## src/hdl/spq_pkg.sv

```systemverilog
package spq_pkg;

    localparam int unsigned DefCapacity = 64;

    localparam logic REQ_ENQ = 1'b0;
    localparam logic REQ_DEQ = 1'b1;

    localparam logic [1:0] ST_INSERTED = 2'd0;
    localparam logic [1:0] ST_FULL     = 2'd1;
    localparam logic [1:0] ST_DEQUEUED = 2'd2;
    localparam logic [1:0] ST_EMPTY    = 2'd3;

    typedef struct packed {
        logic               req_type;
        logic signed [31:0] item_data;
        logic signed [15:0] item_priority;
    } t_item;

    typedef struct packed {
        logic [1:0]         status;
        logic signed [31:0] out_data;
        logic signed [15:0] out_priority;
        logic [6:0]         occupancy;
    } t_result;

    typedef struct packed {
        logic signed [31:0] data;
        logic signed [15:0] key;
    } t_entry;

    typedef struct packed {
        logic enq;
        logic deq;
    } t_cell_ctl;

endpackage

```

## src/hdl/spq_cell.sv

```systemverilog
module spq_cell (
    input  logic               i_clk,
    input  spq_pkg::t_cell_ctl i_ctl,
    input  spq_pkg::t_entry    i_new,
    input  spq_pkg::t_entry    i_left,
    input  logic               i_left_after,
    input  spq_pkg::t_entry    i_right,
    input  logic               i_occupied,
    output spq_pkg::t_entry    o_entry,
    output logic               o_after
);
    import spq_pkg::*;

    t_entry r_entry;

    // new item belongs at or before this cell
    assign o_after = !i_occupied || (r_entry.key > i_new.key);
    assign o_entry = r_entry;

    always_ff @(posedge i_clk) begin
        if (i_ctl.enq) begin
            if (i_left_after) begin
                r_entry <= i_left;
            end else if (o_after) begin
                r_entry <= i_new;
            end
        end else if (i_ctl.deq) begin
            r_entry <= i_right;
        end
    end

endmodule

```

## config.mk

```make
export PLATFORM = sky130hd
export DESIGN_NAME = spq_cell
export DESIGN_NICKNAME = d
export VERILOG_FILES = /design/src/hdl/spq_pkg.sv /design/src/hdl/spq_cell.sv
export SDC_FILE = /design/constraint.sdc
export NUM_CORES = 1
export LEC_CHECK = 0
export BUFFER_PORTS_ARGS = -buffer_cell sky130_fd_sc_hd__buf_2
export CAP_MARGIN = 20
export CORE_UTILIZATION = 40
export DETAILED_ROUTE_END_ITERATION = 8
export PLACE_DENSITY = 0.82
export SLEW_MARGIN = 40
export SYNTH_ARGS = -nofsm -noshare
export SYNTH_HDL_FRONTEND = slang
export SYNTH_SLANG_ARGS = --single-unit
```

## constraint.sdc

```tcl
create_clock -name i_clk -period 9.65 [get_ports i_clk]
set_input_delay 2.895 -clock i_clk [delete_from_list [all_inputs] [get_ports i_clk]]
set_output_delay 2.895 -clock i_clk [all_outputs]
set_load 0.03 [all_outputs]
```

==> results of run 1 <==
==> per-layer routing <==
layer | GRT usage | wire length [um]
met3 | 0.0448 | 503
met2 | 0.365 | 3950
met1 | 0.208 | 2840
met5 | 0 | 0
met4 | 0.0485 | 99
==> worst register-to-register path: stages, from the launching register on <==
cell and delay (ns):
edfxtp_1 0.41, ha_1 0.32, nand4_1 0.16, nor4_1 0.07
a32o_2 0.27, a22oi_2 0.22, o22a_4 0.61
==> power by group <==
part	leakage (nW)	internal [W]	total, W	switching (W)
sequential	0.476	0.000256	0.000263	0.00000673
combinational	1.50	0.0000629	0.000164	0.000101
clock	0.0416	0.0000493	0.000115	0.0000659
total	2.02	0.000368	0.000542	0.000174
==> worst min path at each step <==
stage | endpoint | start | cells after the start
finish | o_entry[1]$_DFFE_PP_ | o_entry[15]$_DFFE_PP_ | 4
global route | o_entry[24]$_DFFE_PP_ | o_entry[15]$_DFFE_PP_ | 4
CTS | o_entry[0]$_DFFE_PP_ | o_entry[15]$_DFFE_PP_ | 4
detailed placement | o_entry[12]$_DFFE_PP_ | o_entry[15]$_DFFE_PP_ | 4
global placement | o_entry[12]$_DFFE_PP_ | o_entry[15]$_DFFE_PP_ | 4
floorplan | o_entry[0]$_DFFE_PP_ | o_entry[1]$_DFFE_PP_ | 4
==> per-stage QoR <==
step | total power [W] | setup WS, ns | cells | instance area [um^2] | utilization
after detailed placement | 0.000432 | 2.42 | 548 | 3910 | 0.573
after floorplan | 0.000369 | 2.68 | 270 | 2860 | -
after global placement | 0.000426 | 2.52 | 548 | 3900 | 0.571
after CTS | 0.000548 | 2.42 | 555 | 3990 | 0.584
final | 0.000542 | 2.43 | 555 | 4000 | 0.585
after global routing | 0.000569 | 2.34 | 555 | 4000 | 0.585
==> synthesized netlist by cell type (all sizes together) (2+ instances only) <==
library cell  instances
a21oi                53
nor2                 50
edfxtp               48
mux2i                48
inv                  19
ha                   16
buf                  10
clkbuf                7
nand2                 3
nand4                 3
nand2b                2
o21ai                 2
==> cell families after synthesis <==
| family | after synthesis | share of synthesized area |
|---|---|---|
| muxes | 48 | 0.168 |
| adders and majority gates | 16 | 0.0700 |
| DFF | 48 | 0.504 |
| and+or+nand+nor | 60 | 0.0866 |
| AOI/OAI and AO/OA | 62 | 0.119 |
| buffers and inverters | 36 | 0.0521 |
==> layout make-up <==
type,instances,area (um^2),share of cell area
clock buffer,5,68.8,0.0172
timing repair buffer,199,1000,0.251
tap,96,120,0.0301
multi-input combinational,186,1280,0.320
clock inverter,2,12.5,0.00313
sequential,48,1440,0.361
inverter,19,71.3,0.0178
==> results.json, run 1 <==
{
  "hpwlAfterDp_um": 5660,
  "finalClockSkew_ns": 0.00939,
  "hold_path_class": "flip-flop to flip-flop",
  "cp_common_cell": "buf_2",
  "synth-async-reset-ratio": 0,
  "diodes": 0,
  "drc_errors": 0,
  "avgViaCountPerCell": 4.81,
  "initial_core_util": 0.418,
  "hold_ws_ns": 1.45,
  "cts_setup_buffers": 0,
  "critPathArrivalTime_ns": 4.32,
  "synth_nets": 435,
  "rsz0062_at_grt": "false",
  "critPathLaunchType": "input port",
  "drv_slew": 0,
  "synthFlopType": "edfxtp_1",
  "drive_above_1_share": 0.455,
  "core_area_um2": 6830,
  "grt_max_degree": 99,
  "maxCapViolations": 0,
  "grt_pass1_wl_um": 11000,
  "max_stage_delay_ns": 0.33,
  "layout.cells.most_common": "buf_2",
  "reg2regPathDepth": 6,
  "period_share": 0.748,
  "nFillCells": 615,
  "r2r_end": "o_entry[15]$_DFFE_PP_",
  "power_density_nw_per_um2": 136,
  "grt_pass1_vias": 2505,
  "port_buffers": 197,
  "p_leak_nw": 2.02,
  "yosysWarnings": 0,
  "peakVddDrop_mv": 0.0616,
  "cts_num_sinks": 48,
  "drt-total-wl_um": 7400,
  "cp-endpoint": "o_after",
  "slowest_stage": "ha_1",
  "reg2reg_from": "o_entry[7]$_DFFE_PP_",
  "ys_types": 24,
  "root_buffer": "clkbuf_8",
  "setup_viol": 0,
  "synth_edf_count": 48,
  "groute.usage.overall": 0.190,
  "die_h_um": 86.5,
  "startpoint": "i_new[15]",
  "rows": 30,
  "synth_cells": 270,
  "layout_common_cells": "buf_2 (197), a21oi_1 (53), nor2_1 (50), mux2i_1 (48), edfxtp_1 (48)",
  "nNetsFinal": 624,
  "drt_first_iter_violations": 48,
  "ctsHoldBuffers": 0,
  "synth.top_cell.area_share": 0.504,
  "dieWidth_um": 86.5,
  "htreeDepth": 2,
  "tns_ns": 0,
  "required_ns": 6.76,
  "status": "complete, no violations",
  "globalplace.congestion": 0.861,
  "rrSetupSlack_ns": 7.21,
  "worstSetupPathType": "input port to primary output",
  "syn-cell-area_um2": 2860,
  "clk_pin_slew_ns": 0.09,
  "fin_crit_ns": 7.22,
  "path_delay_family": "simple AND/OR/NAND/NOR gates",
  "numCtsBuffers": 5,
  "path_cells": "buf_2 -> inv_1 -> ha_1 -> nand4_2 -> nor4_1 -> a32o_2 -> a22oi_2 -> buf_2",
  "clock_latency_ns": 0.30,
  "max_freq_ghz": 0.139,
  "vias": 2669,
  "hold_viol": 0,
  "overflow": 0,
  "ios": 198,
  "wire_per_inst_um": 13.3,
  "ant_nets": 0,
  "netlist_top_cells_area": "edfxtp_1 (50%), mux2i_1 (17%), a21oi_1 (9.3%)",
  "avgSynthCellArea_um2": 10.6,
  "end_kind": "primary output",
  "tightest_slew_ns": 0.821,
  "path_buf_inv": 3,
  "areaGrowthSynthToFinish_pct": 39.8,
  "synth-seq-cells": 48,
  "yosysTopAreaCell": "edfxtp_1",
  "worstPathMaxFanout": 3,
  "cts_tree": "done",
  "die-area_um2": 7490,
  "antenna_found_initial": 0,
  "largest_reg_flops": 48,
  "dr.pass1.iters": 4,
  "post_cts_resized": 0,
  "ys_seq_area_frac": 0.504,
  "max_slew_margin": 0.453,
  "path_depth": 8,
  "cts.path.max_buffers": 2
}
Power figures use the tool's default switching activity.
==> run 2, diff against run 1 <==
ABC_AREA = 1   (was default)
CORE_UTILIZATION = 38   (was 40)
clock period = 6.2 ns   (was 9.65 ns; I/O delays follow)
==> results.json, run 2 <==
{
  "tns_ns": 0,
  "synth-seq-cells": 48,
  "antenna_found_initial": 0,
  "setup_viol": 0,
  "reg2reg_from": "o_entry[11]$_DFFE_PP_",
  "clock_latency_ns": 0.29,
  "pre_cts_ws_ns": 1.14,
  "max_freq_ghz": 0.197,
  "ios": 198,
  "nNetsFinal": 693,
  "avgSynthCellArea_um2": 8.39,
  "fin_crit_ns": 5.08,
  "vias": 3074,
  "initial_core_util": 0.393,
  "ff_latch_area_um2": 1440,
  "grt_pass1_vias": 2888,
  "netlist_top_cells_area": "edfxtp_1 (50%), o21ai_1 (15%), nand2_1 (8.9%)",
  "drive_above_1_share": 0.405,
  "diodes": 0,
  "fin_cells": 628,
  "ys_types": 21,
  "clk_pin_slew_ns": 0.09,
  "yosysMostFrequentCell": "o21ai_1",
  "cts_setup_buffers": 0,
  "synth_cells": 342,
  "busiest_layer": "met2",
  "peakVddDrop_mv": 0.0908,
  "yosysTopAreaCell": "edfxtp_1",
  "period_share": 0.819,
  "required_ns": 4.34,
  "max_slew_margin": 0.548,
  "synth_top_cells_by_count": "o21ai_1 (85), nand2_1 (68), nor2_1 (53), edfxtp_1 (48), inv_1 (21)",
  "hold_viol": 0,
  "cts_tree": "done",
  "multiInputGateArea_um2": 1240,
  "worstSetupPathType": "input port to primary output",
  "drt_first_iter_violations": 91,
  "end_kind": "primary output",
  "met1_usage": 0.212,
  "finalClockSkew_ns": 0.00765,
  "setup_ws_ns": 1.12,
  "drc_errors": 0,
  "synth.top_cell.area_share": 0.503,
  "hold_ws_ns": 1.29,
  "synth_nets": 507,
  "die-area_um2": 7900,
  "dieWidth_um": 88.9,
  "power_density_nw_per_um2": 219,
  "numCtsBuffers": 5,
  "synthFlopType": "edfxtp_1",
  "cts.path.max_buffers": 2,
  "dp_cells": 620,
  "critPathArrivalTime_ns": 3.22,
  "p_leak_nw": 1.99,
  "nFillCells": 714,
  "grt_max_degree": 51,
  "layout_common_cells": "buf_2 (196), o21ai_1 (85), nand2_1 (68), nor2_1 (53), edfxtp_1 (48)",
  "core_area_um2": 7290,
  "drv_slew": 0,
  "layout.cells.most_common": "buf_2",
  "ant_nets": 0,
  "status": "complete, no violations",
  "areaGrowthSynthToFinish_pct": 39.0,
  "grt_util_met2": 0.401,
  "startpoint": "i_new[11]",
  "worstPathMaxFanout": 3,
  "largest_reg_flops": 48,
  "hold_path_class": "flip-flop to flip-flop",
  "synth_edf_count": 48,
  "rows": 31,
  "yosysWarnings": 0,
  "maxCapViolations": 0,
  "avgViaCountPerCell": 4.89,
  "ctsHoldBuffers": 0,
  "grt_pass1_wl_um": 12200,
  "final_area_um2": 3990,
  "syn-cell-area_um2": 2870,
  "r2r_end": "o_entry[25]$_DFFE_PP_",
  "globalplace.congestion": 0.779,
  "rsz0062_at_grt": "false",
  "htreeDepth": 2,
  "overflow": 0,
  "place_area_um2": 3890,
  "ys_seq_area_frac": 0.503,
  "wire_per_inst_um": 12.7,
  "post_cts_resized": 0,
  "port_buffers": 197,
  "drt-total-wl_um": 7980,
  "root_buffer": "clkbuf_8",
  "dr.pass1.iters": 4,
  "synth-async-reset-ratio": 0,
  "hpwlAfterDp_um": 5870,
  "reg2regPathDepth": 11,
  "critPathLaunchType": "input port",
  "tightest_slew_ns": 0.676,
  "die_h_um": 88.9,
  "rrSetupSlack_ns": 3.82,
  "cts_num_sinks": 48,
  "gr-usage-met3": 0.0438,
  "cp-endpoint": "o_after",
  "groute.usage.overall": 0.201
}
[run 2: changes by cell type after synthesis, sizes merged, moves of 3 or more]
cell    change
o21ai      +95
nor2        +3
nand2      +66
mux2i      -48
clkbuf      +5
a21oi      -47
inv         +5
[run 2: final cells by class]
class,count,share of cell area
inverter,24,0.0235
tap,99,0.0311
multi-input combinational,250,0.310
sequential,48,0.362
clock buffer,5,0.0173
timing repair buffer,199,0.252
clock inverter,3,0.00471
[run 2: cell families (layout without fill, tap and decap cells)]
kind of cell | count (synthesis) | count (layout) | synth area share
and+or+nand+nor | 130 | 130 | 0.178
AOI/OAI and AO/OA | 104 | 104 | 0.184
DFF | 48 | 48 | 0.503
buffers and inverters | 44 | 231 | 0.0663
adders and majority gates | 16 | 16 | 0.0698
[run 2: routing by layer]
layer  vias up  wire length, um
met5         -                0
met2       125             4250
met3         4              514
met1      1409             3150
li1       1536                -
met4         0               60
[run 2: worst min path at each step]
stage                         startpoint                    end  slack, ns  depth (start not counted)
floorplan           o_entry[1]$_DFFE_PP_   o_entry[0]$_DFFE_PP_       1.84                          6
global placement    o_entry[1]$_DFFE_PP_   o_entry[0]$_DFFE_PP_       1.46                          6
detailed placement  o_entry[1]$_DFFE_PP_   o_entry[0]$_DFFE_PP_       1.29                          6
CTS                 o_entry[1]$_DFFE_PP_  o_entry[36]$_DFFE_PP_       1.32                          6
global route        o_entry[1]$_DFFE_PP_   o_entry[5]$_DFFE_PP_       1.44                          6
finish              o_entry[1]$_DFFE_PP_   o_entry[0]$_DFFE_PP_       1.29                          6
[run 2: stage by stage]
stage,power [W],util
after floorplan,0.000592,-
after global placement,0.000688,0.534
after detailed placement,0.000697,0.534
after CTS,0.000882,0.546
after global routing,0.000925,0.547
final,0.000874,0.547
[run 2: critical path, cell delays in order]
cell and delay (ns):
buf_2 0.10, inv_1 0.05, ha_1 0.32, a21oi_1 0.17, nand2_1 0.10, a21oi_2 0.14
nand3_1 0.09, nand2_1 0.07, nand2_1 0.06, nand2_1 0.06, buf_2 0.19
[run 2: where the power goes]
part           switching [W]  leakage (nW)  internal (W)
logic               0.000179          1.45     0.0000957
clock network       0.000106        0.0479     0.0000788
registers          0.0000117         0.491      0.000402
total               0.000297          1.99      0.000577
